$ cat config.mk
export PLATFORM = sky130hd
export DESIGN_NAME = bba_ctrl
export DESIGN_NICKNAME = d
export VERILOG_FILES = /design/src/rtl/core/block_id_bump_allocator_core_defines.svh /design/src/rtl/core/bba_pkg.sv /design/src/rtl/core/bba_ctrl.sv
export SDC_FILE = /design/constraint.sdc
export NUM_CORES = 1
export LEC_CHECK = 0
export BUFFER_PORTS_ARGS = -buffer_cell sky130_fd_sc_hd__buf_4
export CAP_MARGIN = 15
export CORE_AREA = 2 2 39 41
export CTS_CLUSTER_SIZE = 24
export DETAILED_ROUTE_END_ITERATION = 10
export DIE_AREA = 0 0 41 43
export PLACE_DENSITY = 0.55
export SYNTH_ARGS = -nofsm -noshare
export SYNTH_HDL_FRONTEND = slang
export SYNTH_SLANG_ARGS = --single-unit
export TNS_END_PERCENT = 1
$ cat constraint.sdc
create_clock -name clk -period 1.4 [get_ports clk]
set_input_delay 0.28 -clock clk [delete_from_list [all_inputs] [get_ports clk]]
set_output_delay 0.28 -clock clk [all_outputs]
set_load 0.02 [all_outputs]
$ cat src/rtl/core/block_id_bump_allocator_core_defines.svh
// Assertion macros for the block ID bump allocator core.
`ifndef BLOCK_ID_BUMP_ALLOCATOR_CORE_DEFINES_SVH
`define BLOCK_ID_BUMP_ALLOCATOR_CORE_DEFINES_SVH

// Check a same-cycle implication, skipped while reset is asserted.
`define BBA_ASSERT_NOW(label, clk, rst_n, ante, cons) \
    label: assert property (@(posedge clk) disable iff (!rst_n) (ante) |-> (cons)) \
        else $error("bba: same-cycle check failed");

// Check an implication in the following cycle, skipped while reset is asserted.
`define BBA_ASSERT_NEXT(label, clk, rst_n, ante, cons) \
    label: assert property (@(posedge clk) disable iff (!rst_n) (ante) |=> (cons)) \
        else $error("bba: next-cycle check failed");

`endif

$ cat src/rtl/core/bba_pkg.sv
// Shared types, codes and constants of the block ID bump allocator.
package bba_pkg;

    // Default table depth
    localparam int DEF_MAX_BLOCKS = 1024;

    // Register reset values
    localparam logic [31:0] HEAP_START_RST = 32'h0000_0000;
    localparam logic [31:0] HEAP_END_RST   = 32'hFFFF_FFFF;
    localparam logic [9:0]  FIRST_ID_RST   = 10'd0;

    // Register indexes (byte address divided by four)
    localparam logic [1:0] REG_HEAP_START = 2'd0;
    localparam logic [1:0] REG_HEAP_END   = 2'd1;
    localparam logic [1:0] REG_FIRST_ID   = 2'd2;

    // Operation codes
    localparam logic [1:0] OP_AUTO = 2'd0;
    localparam logic [1:0] OP_AT   = 2'd1;
    localparam logic [1:0] OP_LOOK = 2'd2;
    localparam logic [1:0] OP_BAD  = 2'd3;

    typedef enum logic [2:0] {
        ST_OK      = 3'd0,
        ST_REFUSED = 3'd1,
        ST_NO_ID   = 3'd2,
        ST_NO_MEM  = 3'd3,
        ST_RANGE   = 3'd4
    } status_t;

    typedef enum logic [1:0] {
        S_CLEAR,
        S_IDLE,
        S_CHECK
    } state_t;

    // Configuration write strobe
    typedef struct packed {
        logic        en;
        logic [1:0]  idx;
        logic [31:0] data;
    } cfg_wr_t;

    // Controller to datapath
    typedef struct packed {
        logic    accept;
        logic    clr_wr;
        logic    scan_inc;
        logic    finish;
        logic    alloc_wr;
        status_t status;
    } ctrl_cmd_t;

    // Datapath to controller
    typedef struct packed {
        logic [1:0] op;
        logic       clr_last;
        logic       scan_end;
        logic       entry_valid;
        logic       id_oor;
        logic       bump_ok;
        logic       out_free;
    } dp_stat_t;

endpackage

$ cat src/rtl/core/bba_ctrl.sv
// Controller state machine: clearing pass, accept, table check and result decision.
module bba_ctrl
    import bba_pkg::*;
(
    input  logic      clk,
    input  logic      rst_n,
    input  logic      in_valid,
    output logic      in_ready,
    input  dp_stat_t  stat,
    output ctrl_cmd_t cmd
);

    state_t state_reg;
    state_t state_next;

    // State register
    always_ff @(posedge clk or negedge rst_n)
    begin
        if (!rst_n)
        begin
            state_reg <= S_CLEAR;
        end
        else
        begin
            state_reg <= state_next;
        end
    end

    // Next state and commands
    always_comb
    begin
        state_next   = state_reg;
        in_ready     = 1'b0;
        cmd          = '0;
        cmd.status   = ST_OK;
        case (state_reg)
            S_CLEAR:
            begin
                // Sweep the valid bits to zero, one entry a cycle
                cmd.clr_wr = 1'b1;
                if (stat.clr_last)
                begin
                    state_next = S_IDLE;
                end
            end
            S_IDLE:
            begin
                in_ready = 1'b1;
                if (in_valid)
                begin
                    cmd.accept = 1'b1;
                    state_next = S_CHECK;
                end
            end
            S_CHECK:
            begin
                case (stat.op)
                    OP_AUTO:
                    begin
                        if (stat.scan_end)
                        begin
                            cmd.finish = 1'b1;
                            cmd.status = ST_NO_ID;
                        end
                        else if (stat.entry_valid)
                        begin
                            // Entry taken: advance the scan
                            cmd.scan_inc = 1'b1;
                        end
                        else if (!stat.bump_ok)
                        begin
                            cmd.finish = 1'b1;
                            cmd.status = ST_NO_MEM;
                        end
                        else
                        begin
                            cmd.finish = 1'b1;
                            cmd.status = ST_OK;
                        end
                    end
                    OP_AT:
                    begin
                        cmd.finish = 1'b1;
                        if (stat.id_oor)
                        begin
                            cmd.status = ST_RANGE;
                        end
                        else if (stat.entry_valid)
                        begin
                            cmd.status = ST_REFUSED;
                        end
                        else if (!stat.bump_ok)
                        begin
                            cmd.status = ST_NO_MEM;
                        end
                        else
                        begin
                            cmd.status = ST_OK;
                        end
                    end
                    OP_LOOK:
                    begin
                        cmd.finish = 1'b1;
                        if (stat.id_oor)
                        begin
                            cmd.status = ST_RANGE;
                        end
                        else if (stat.entry_valid)
                        begin
                            cmd.status = ST_OK;
                        end
                        else
                        begin
                            cmd.status = ST_REFUSED;
                        end
                    end
                    default:
                    begin
                        cmd.finish = 1'b1;
                        cmd.status = ST_REFUSED;
                    end
                endcase
                // Hold the decision until the output register can take it
                if (cmd.finish)
                begin
                    if (stat.out_free)
                    begin
                        cmd.alloc_wr = (cmd.status == ST_OK) && (stat.op != OP_LOOK);
                        state_next   = S_IDLE;
                    end
                    else
                    begin
                        cmd.finish = 1'b0;
                    end
                end
            end
            default:
            begin
                state_next = S_IDLE;
            end
        endcase
    end

endmodule

==> summary.md, run 1 <==
| Metric | Value |
|---|---|
| Vias in the first global route | 341 |
| Violated checks | negative setup slack |
| Maximum clock insertion buffer count | 2 |
| Post-Syn Instances | 30 |
| Most Crowded Layer GR | met2 |
| Max reg flops | 2 |
| Post-Route WL | 838 um |
| Initial core utilization | 16.55% |
| FF-to-FF setup slack | 430 ps |
| Initial antenna violation count | 0 |
| Worst hold start | in_valid |
| Worst path bufs/invs | 2 |
| CTS buffer count | 3 |
| Post-synth cell types | 19 |
| Overflow after GRT | 0 |
| Fin. Hold Viols | 0 |
| CP endpoint kind | primary output |
| Fin crit period | 1512 ps |
| Final clock skew | 5.507 ps |
| Status | complete, but fails checks |
| Die H | 43 um |
| Max-Cap Viols | 0 |
| Total track usage | 10.74% |
| LEAKAGE | roughly 0.28 nW |
| Yosys warns | 0 |
| Final Util | 41.23% |
| Worst Path Max Fanout | 3 |
| Critical Path RT | approximately 1100 ps |
| Reg2reg end | state_reg[1] |
| Synth Area in Compound Gates | between 20% and 30% |
| Data arrival, critical path | 1230 ps |
| GP Congestion | around 0.70 |
| Place WS | -124.4 ps |
| Clock Latency Late Sink | 230 ps |
| Nets | 75 |
| Simple-gate share of the synthesized area | 50.82% |
| Worst hold margin | between 300 and 400 ps |
| Reg2Reg Depth | 4 |
| Post-synthesis net count | 41 |
| CTS tree | done |
| Synthesized flop and latch total | 2 |
| Clock-pin transition on the worst setup and hold timing paths | 30 ps |
| Total power | 0.7508 mW |
| Post-Synth XOR/XNOR Area | 3.825% |
| Routed len/inst | approximately 11 um |
| Crit path max-delay family | simple AND/OR/NAND/NOR gates |
| HP Class | input port to register |
| Setup violators final | 7 |
| Main combinational cell family by area after synthesis | simple AND/OR/NAND/NOR gates |
| Via density | about 4.4 |
| DIE AREA | approximately 1800 um2 |
| Worst-margin pin slew | 186.1 ps |
| Met1 global-route usage | 12.22% |
| Port Buf Inserts | 19 |
| Fin area | ~570 um2 |
| Detailed Place HPWL | about 600 um |
| Area added between synthesis and finish | 149.2% |
| Clock sink count | 2 |
| CP cell instances | buf_6, or4b_4, nand2_4, nor4_4, buf_4 |
| Tcrit/Tclk final | 108.0% |
| Peak VDD IR | 0.6744 mV |
| DP Area | roughly 440 um2 |
| H-tree Lvls | 1 |
| Max incr delay on CP | 550 ps |
| Critical path type | input port to primary output |
| Global Route met2 Usage | 17.50% |
| Avg Cell Area, Syn | 7.632 um2 |
| Core area | about 1400 um2 |
| Met3 usage | 5.236% |
| Post-synthesis sequential area ratio | 21.86% |
| Root Driver | clkbuf_4 |
| Share of cells above drive strength 1 | 69.35% |
| Power per Cell Area | between 1000 and 1500 nW/um2 |
| Global-route wire length before repair | 1.297 mm |
| Largest net degree at the start of global routing | 7 |
| FF-to-FF Start | state_reg[1] |
| Remaining antenna violation count | 0 |
| Max Clk Rate | approximately 660 MHz |
| First-pass DRT Iterations | 3 |
| Mapped Area | roughly 230 um2 |
| Vias | 347 |
| Die Width | between 40 and 50 um |
| CP max stage cell | or4b_4 |
| Initial drt markers | 4 |
| Final WS setup | -111.8 ps |
| Row cnt | 14 |
| RSZ-0062 raised after global routing | true |
| Adder-Cell Fraction of Synth Area | 0% |
| Drc violations | 0 |
| Hold depth | 3 |
| Mux contribution to synthesized area | 0% |
| Final Max Slew Viols | 0 |
| Antenna diode count | 0 |
| Worst Hold End | state_reg[0] |
| Worst setup SP type | input port |
| Num ports | 20 |
| Rel. slew slack | between 80% and 90% |
-- through the flow --
| step | cells | TNS (ps) |
|---|---|---|
| 2_1_floorplan | 30 | -18.68 |
| 3_3_place_gp | 71 | -310.5 |
| 3_5_place_dp | 71 | -315.4 |
| 4_1_cts | 78 | -472.7 |
| 5_1_grt | 78 | -699.6 |
| 6_report | 78 | -384.1 |
-- synthesized netlist by cell type --
cell / count / area share, %
a211oi_1: 1 / 3.3
nand2b_1: 3 / 8.2
nand4bb_1: 1 / 4.9
and3_1: 1 / 2.7
and2_1: 1 / 2.7
nand2_1: 2 / 3.3
nor2_1: 6 / 9.8
nor4_1: 1 / 2.7
dfrtp_1: 2 / 22
a21o_1: 1 / 3.3
nand2_4: 1 / 4.9
a31oi_1: 1 / 2.7
o31a_1: 1 / 3.8
a21oi_1: 2 / 4.4
xor2_1: 1 / 3.8
nor2b_1: 2 / 5.5
o21ai_0: 1 / 2.2
or4b_4: 1 / 6.0
a2bb2oi_1: 1 / 3.8
-- worst max path at each step --
| stage | to | from | cells after the start |
|---|---|---|---|
| global route | cmd[3] | stat[4] | 5 |
| global placement | cmd[3] | stat[7] | 5 |
| floorplan | cmd[1] | state_reg[0] | 2 |
| CTS | cmd[3] | state_reg[0] | 3 |
| finish | cmd[3] | stat[4] | 5 |
| detailed placement | cmd[3] | stat[7] | 5 |
-- logic make-up after synthesis --
| logic type | after synthesis |
|---|---|
| and+or+nand+nor | 19 |
| DFF | 2 |
| xor gates and xnor gates | 1 |
| AOI/OAI and AO/OA | 8 |
-- layer usage --
metal / share of wire [%] / routed length (um)
met1: 42 / 354
met2: 50 / 421
met3: 7.4 / 62
met4: 0 / 0
met5: 0 / 0
-- report_power, final --
group	switching [mW]	total [mW]	internal [mW]	leakage, nW
logic	0.211	0.486	0.274	0.242
clock network	0.0344	0.129	0.0947	0.0138
registers	0.0461	0.136	0.0900	0.0216
-- worst reg2reg max path: stages, from the launching register on --
cell	delay, ps
dfrtp_2	430
buf_6	140
nor2b_4	100
and2_4	150
a21o_1	80
-- cell type report --
type,count,area [um2]
multi-input combinational,28,229.0
tap,16,20.02
clock buffer,3,22.52
sequential,2,52.55
timing repair buffer,29,246.5
fill,142,813.3
-- what timing repair did --
action	in CTS	in global routing
resized for setup	8	11
gates cloned	0	0
buffers inserted	3	0
hold buffers	1	0
hold endpoints to repair	2	0
endpoints found under the setup margin	7	9
pin swaps	4	2
-- cells in the final DEF (no fill, tap or decap), drive strengths merged --
cell	Yosys	routed
buf	0	28
nor2	6	6
clkbuf	0	3
nand2b	3	3
nand2	3	3
a21oi	2	2
nor2b	2	2
dfrtp	2	2
or4b	1	1
nand4bb	1	1
o31a	1	1
nor4	1	1
a31oi	1	1
o21ai	1	1
xor2	1	1
and3	1	1
a211oi	1	1
and2	1	1
a21o	1	1
a2bb2oi	1	1
dlygate4sd3	0	1
Note: power is estimated with default switching activity, not from simulation.
==> inputs of run 2 (changes only) <==
- BUFFER_PORTS_ARGS: -buffer_cell sky130_fd_sc_hd__buf_4 -> not set
- DONT_BUFFER_PORTS: not set -> 1
- PLACE_DENSITY: 0.55 -> 0.42
==> summary.md, run 2 (same netlist as run 1, synthesis figures left out) <==
| Metric | Value |
|---|---|
| Share of cells above drive strength 1 | 43.90% (-25 points) |
| Via density | 4.649 (+4.5%) |
| Final WS setup | -97.39 ps (+14.40 ps) |
| LEAKAGE | 0.1586 nW (-43%) |
| CP max stage cell | dfrtp_1 |
| Critical Path RT | 1120 ps (about the same) |
| Fin. Hold Viols | 0 (unchanged) |
| Worst path bufs/invs | 1 (-1) |
| Clock-pin transition on the worst setup and hold timing paths | 30 ps (about the same) |
| Overflow after GRT | 0 (unchanged) |
| Nets | 54 (-28%) |
| Placed cells | 53 (-25%) |
| FILL cells | 147 (+3.5%) |
| Setup violators final | 4 (-3) |
| CP cell instances | nand2b_4, nor4_4, buf_4 |
| Hold depth | 2 (-1) |
| Worst setup SP type | register |
| Row cnt | 14 (unchanged) |
| Fin area | 364.1 um2 (-36%) |
| Antenna diode count | 0 (unchanged) |
| CTS tree | done |
| Remaining antenna violation count | 0 (unchanged) |
| Clock sink count | 2 (unchanged) |
| Worst hold margin | 275.0 ps (-86.09 ps) |
| Violated checks | negative setup slack |
| Reg2Reg Depth | 4 (unchanged) |
| Gate power share | 54.3% (-10 points) |
| Vias | 265 (-24%) |
| Worst-margin pin slew | 385.2 ps (+199.1 ps) |
| Max-Cap Viols | 0 (unchanged) |
| Data arrival, critical path | 1220 ps (about the same) |
| CTS buffer count | 3 (unchanged) |
| Commonest non-fill, non-tap cell in the layout | buf_4 |
| Sw Ratio | 41.34% (+2.5 points) |
| Worst hold start | in_valid |
| Die H | 43 um (unchanged) |
| Die Width | 41 um (unchanged) |
| H-tree Lvls | 1 (unchanged) |
| Peak VDD IR | 0.3056 mV (-55%) |
| HP Class | input port to register |
| Rel. slew slack | 74.23% (-13 points) |
| Initial drt markers | 3 (-1) |
| Max Clk Rate | 667.8 MHz (+0.96%) |
| Critical path type | register to primary output |
| Core area | 1384 um2 (unchanged) |
| Initial core utilization | 16.55% (unchanged) |
| Most frequent cells in the layout | buf_4, nor2_1, clkbuf_4 |
| DP Area | 307.8 um2 (-31%) |
| Post-Route WL | 646 um (-23%) |
| Post-CTS setup buffers | 0 (-3) |
| Num ports | 20 (unchanged) |
| Maximum clock insertion buffer count | 2 (unchanged) |
| Final Max Slew Viols | 0 (unchanged) |
| Internal power | 0.3253 mW (-29%) |
| Detailed Place HPWL | 521.6 um (-11%) |
| Worst setup startpoint | state_reg[0] |
| RSZ-0062 raised after global routing | true |
| Power per Cell Area | 1523 nW/um2 (+16%) |
| Total track usage | 8.124% (-2.6 points) |
| Crit path max-delay family | simple AND/OR/NAND/NOR gates |
| Sequential Power Share | 22.5% (+4.4 points) |
| Drc violations | 0 (unchanged) |
| Largest net degree at the start of global routing | 8 (+1) |
| DIE AREA | 1763 um2 (unchanged) |
| Clock share of power | 23.2% (+6.0 points) |
| Routed len/inst | 11.33 um (+5.5%) |
| Global-route wire length before repair | 931 um (-28%) |
| Status | complete, but fails checks |
| Vias in the first global route | 258 (-24%) |
| Max incr delay on CP | 400 ps (-150 ps) |
| Worst Path Max Fanout | 4 (+1) |
| Clock Latency Late Sink | 230 ps (about the same) |
| Fin crit period | 1497 ps (-14.40 ps) |
| CP endpoint kind | primary output |
| CP Depth | 3 (-2) |
| Tcrit/Tclk final | 107.0% (-1.0 points) |
| GP Congestion | 0.5554 (-21%) |
| Final clock skew | 5.191 ps (-0.3159 ps) |
| First-pass DRT Iterations | 2 (-1) |
| Initial antenna violation count | 0 (unchanged) |
| Root Driver | clkbuf_4 |
| Area added between synthesis and finish | 59.02% |
| Max reg flops | 2 (unchanged) |
| Final non-filler cell total | 57 (-27%) |
| FF-to-FF Start | state_reg[0] |
| Port Buf Inserts | 0 (-19) |
| Psw | 0.2292 mW (-21%) |
==> run 2: through the flow <==
step                setup WS (ps)  setup TNS [ps]  power (mW)  util, %
CTS                        -104.4          -250.6      0.5598    25.68
finish                     -97.39          -199.8      0.5545    26.31
global placement            5.701               0      0.3809    22.24
global route               -163.1          -597.4      0.5948    26.31
floorplan                  -10.65          -18.68      0.2974        -
detailed placement         -1.937          -1.937      0.3831    22.24
==> run 2: power groups by stage <==
stage / logic, mW / registers (mW) / clock network (mW)
final: 0.301 / 0.125 / 0.129
after global routing: 0.323 / 0.128 / 0.144
after CTS: 0.299 / 0.125 / 0.136
after detailed placement: 0.271 / 0.112 / 0
after global placement: 0.269 / 0.112 / 0
after floorplan: 0.187 / 0.110 / 0
==> run 2: final timing paths <==
| check | slack (ps) | to |
|---|---|---|
| min reg2reg | 630 | state_reg[0] |
| max in group asynchronous | 970 | state_reg[1] |
| max reg2reg | 280 | state_reg[1] |
| min in group asynchronous | 290 | state_reg[0] |
| max | -100 | cmd[3] |
| min | 280 | state_reg[0] |
==> run 2: layout make-up <==
type,count,area [um2],area share (%)
Sequential cell,2,51.30,14.09
Multi-Input combinational cell,28,207.7,57.04
Clock buffer,3,22.52,6.186
Tap cell,16,20.02,5.498
Timing Repair Buffer,8,62.56,17.18
==> run 2: what timing repair did <==
item | CTS | global route
endpoints found under the hold margin | 2 | 0
hold buffers | 1 | 0
pin swaps | 1 | 0
resized for setup | 6 | 1
cloned | 0 | 0
endpoints found under the setup margin | 6 | 7
==> run 2: metal layers <==
layer / vias up / share of wire (%) / global-route usage (%)
met1: 121 / 36 / 7.372
met3: 0 / 13 / 3.665
met4: 0 / 0 / 8.000
li1: 133 / - / -
met5: - / 0 / 0
met2: 11 / 51 / 12.19
==> run 2: worst register-to-register path, delay by kind of cell (launching register included) <==
kind	cells	cell delay (ps)
AOI/OAI and AO/OA	1	160
buffers and inverters	1	150
DFF	1	400
and+or+nand+nor	2	290
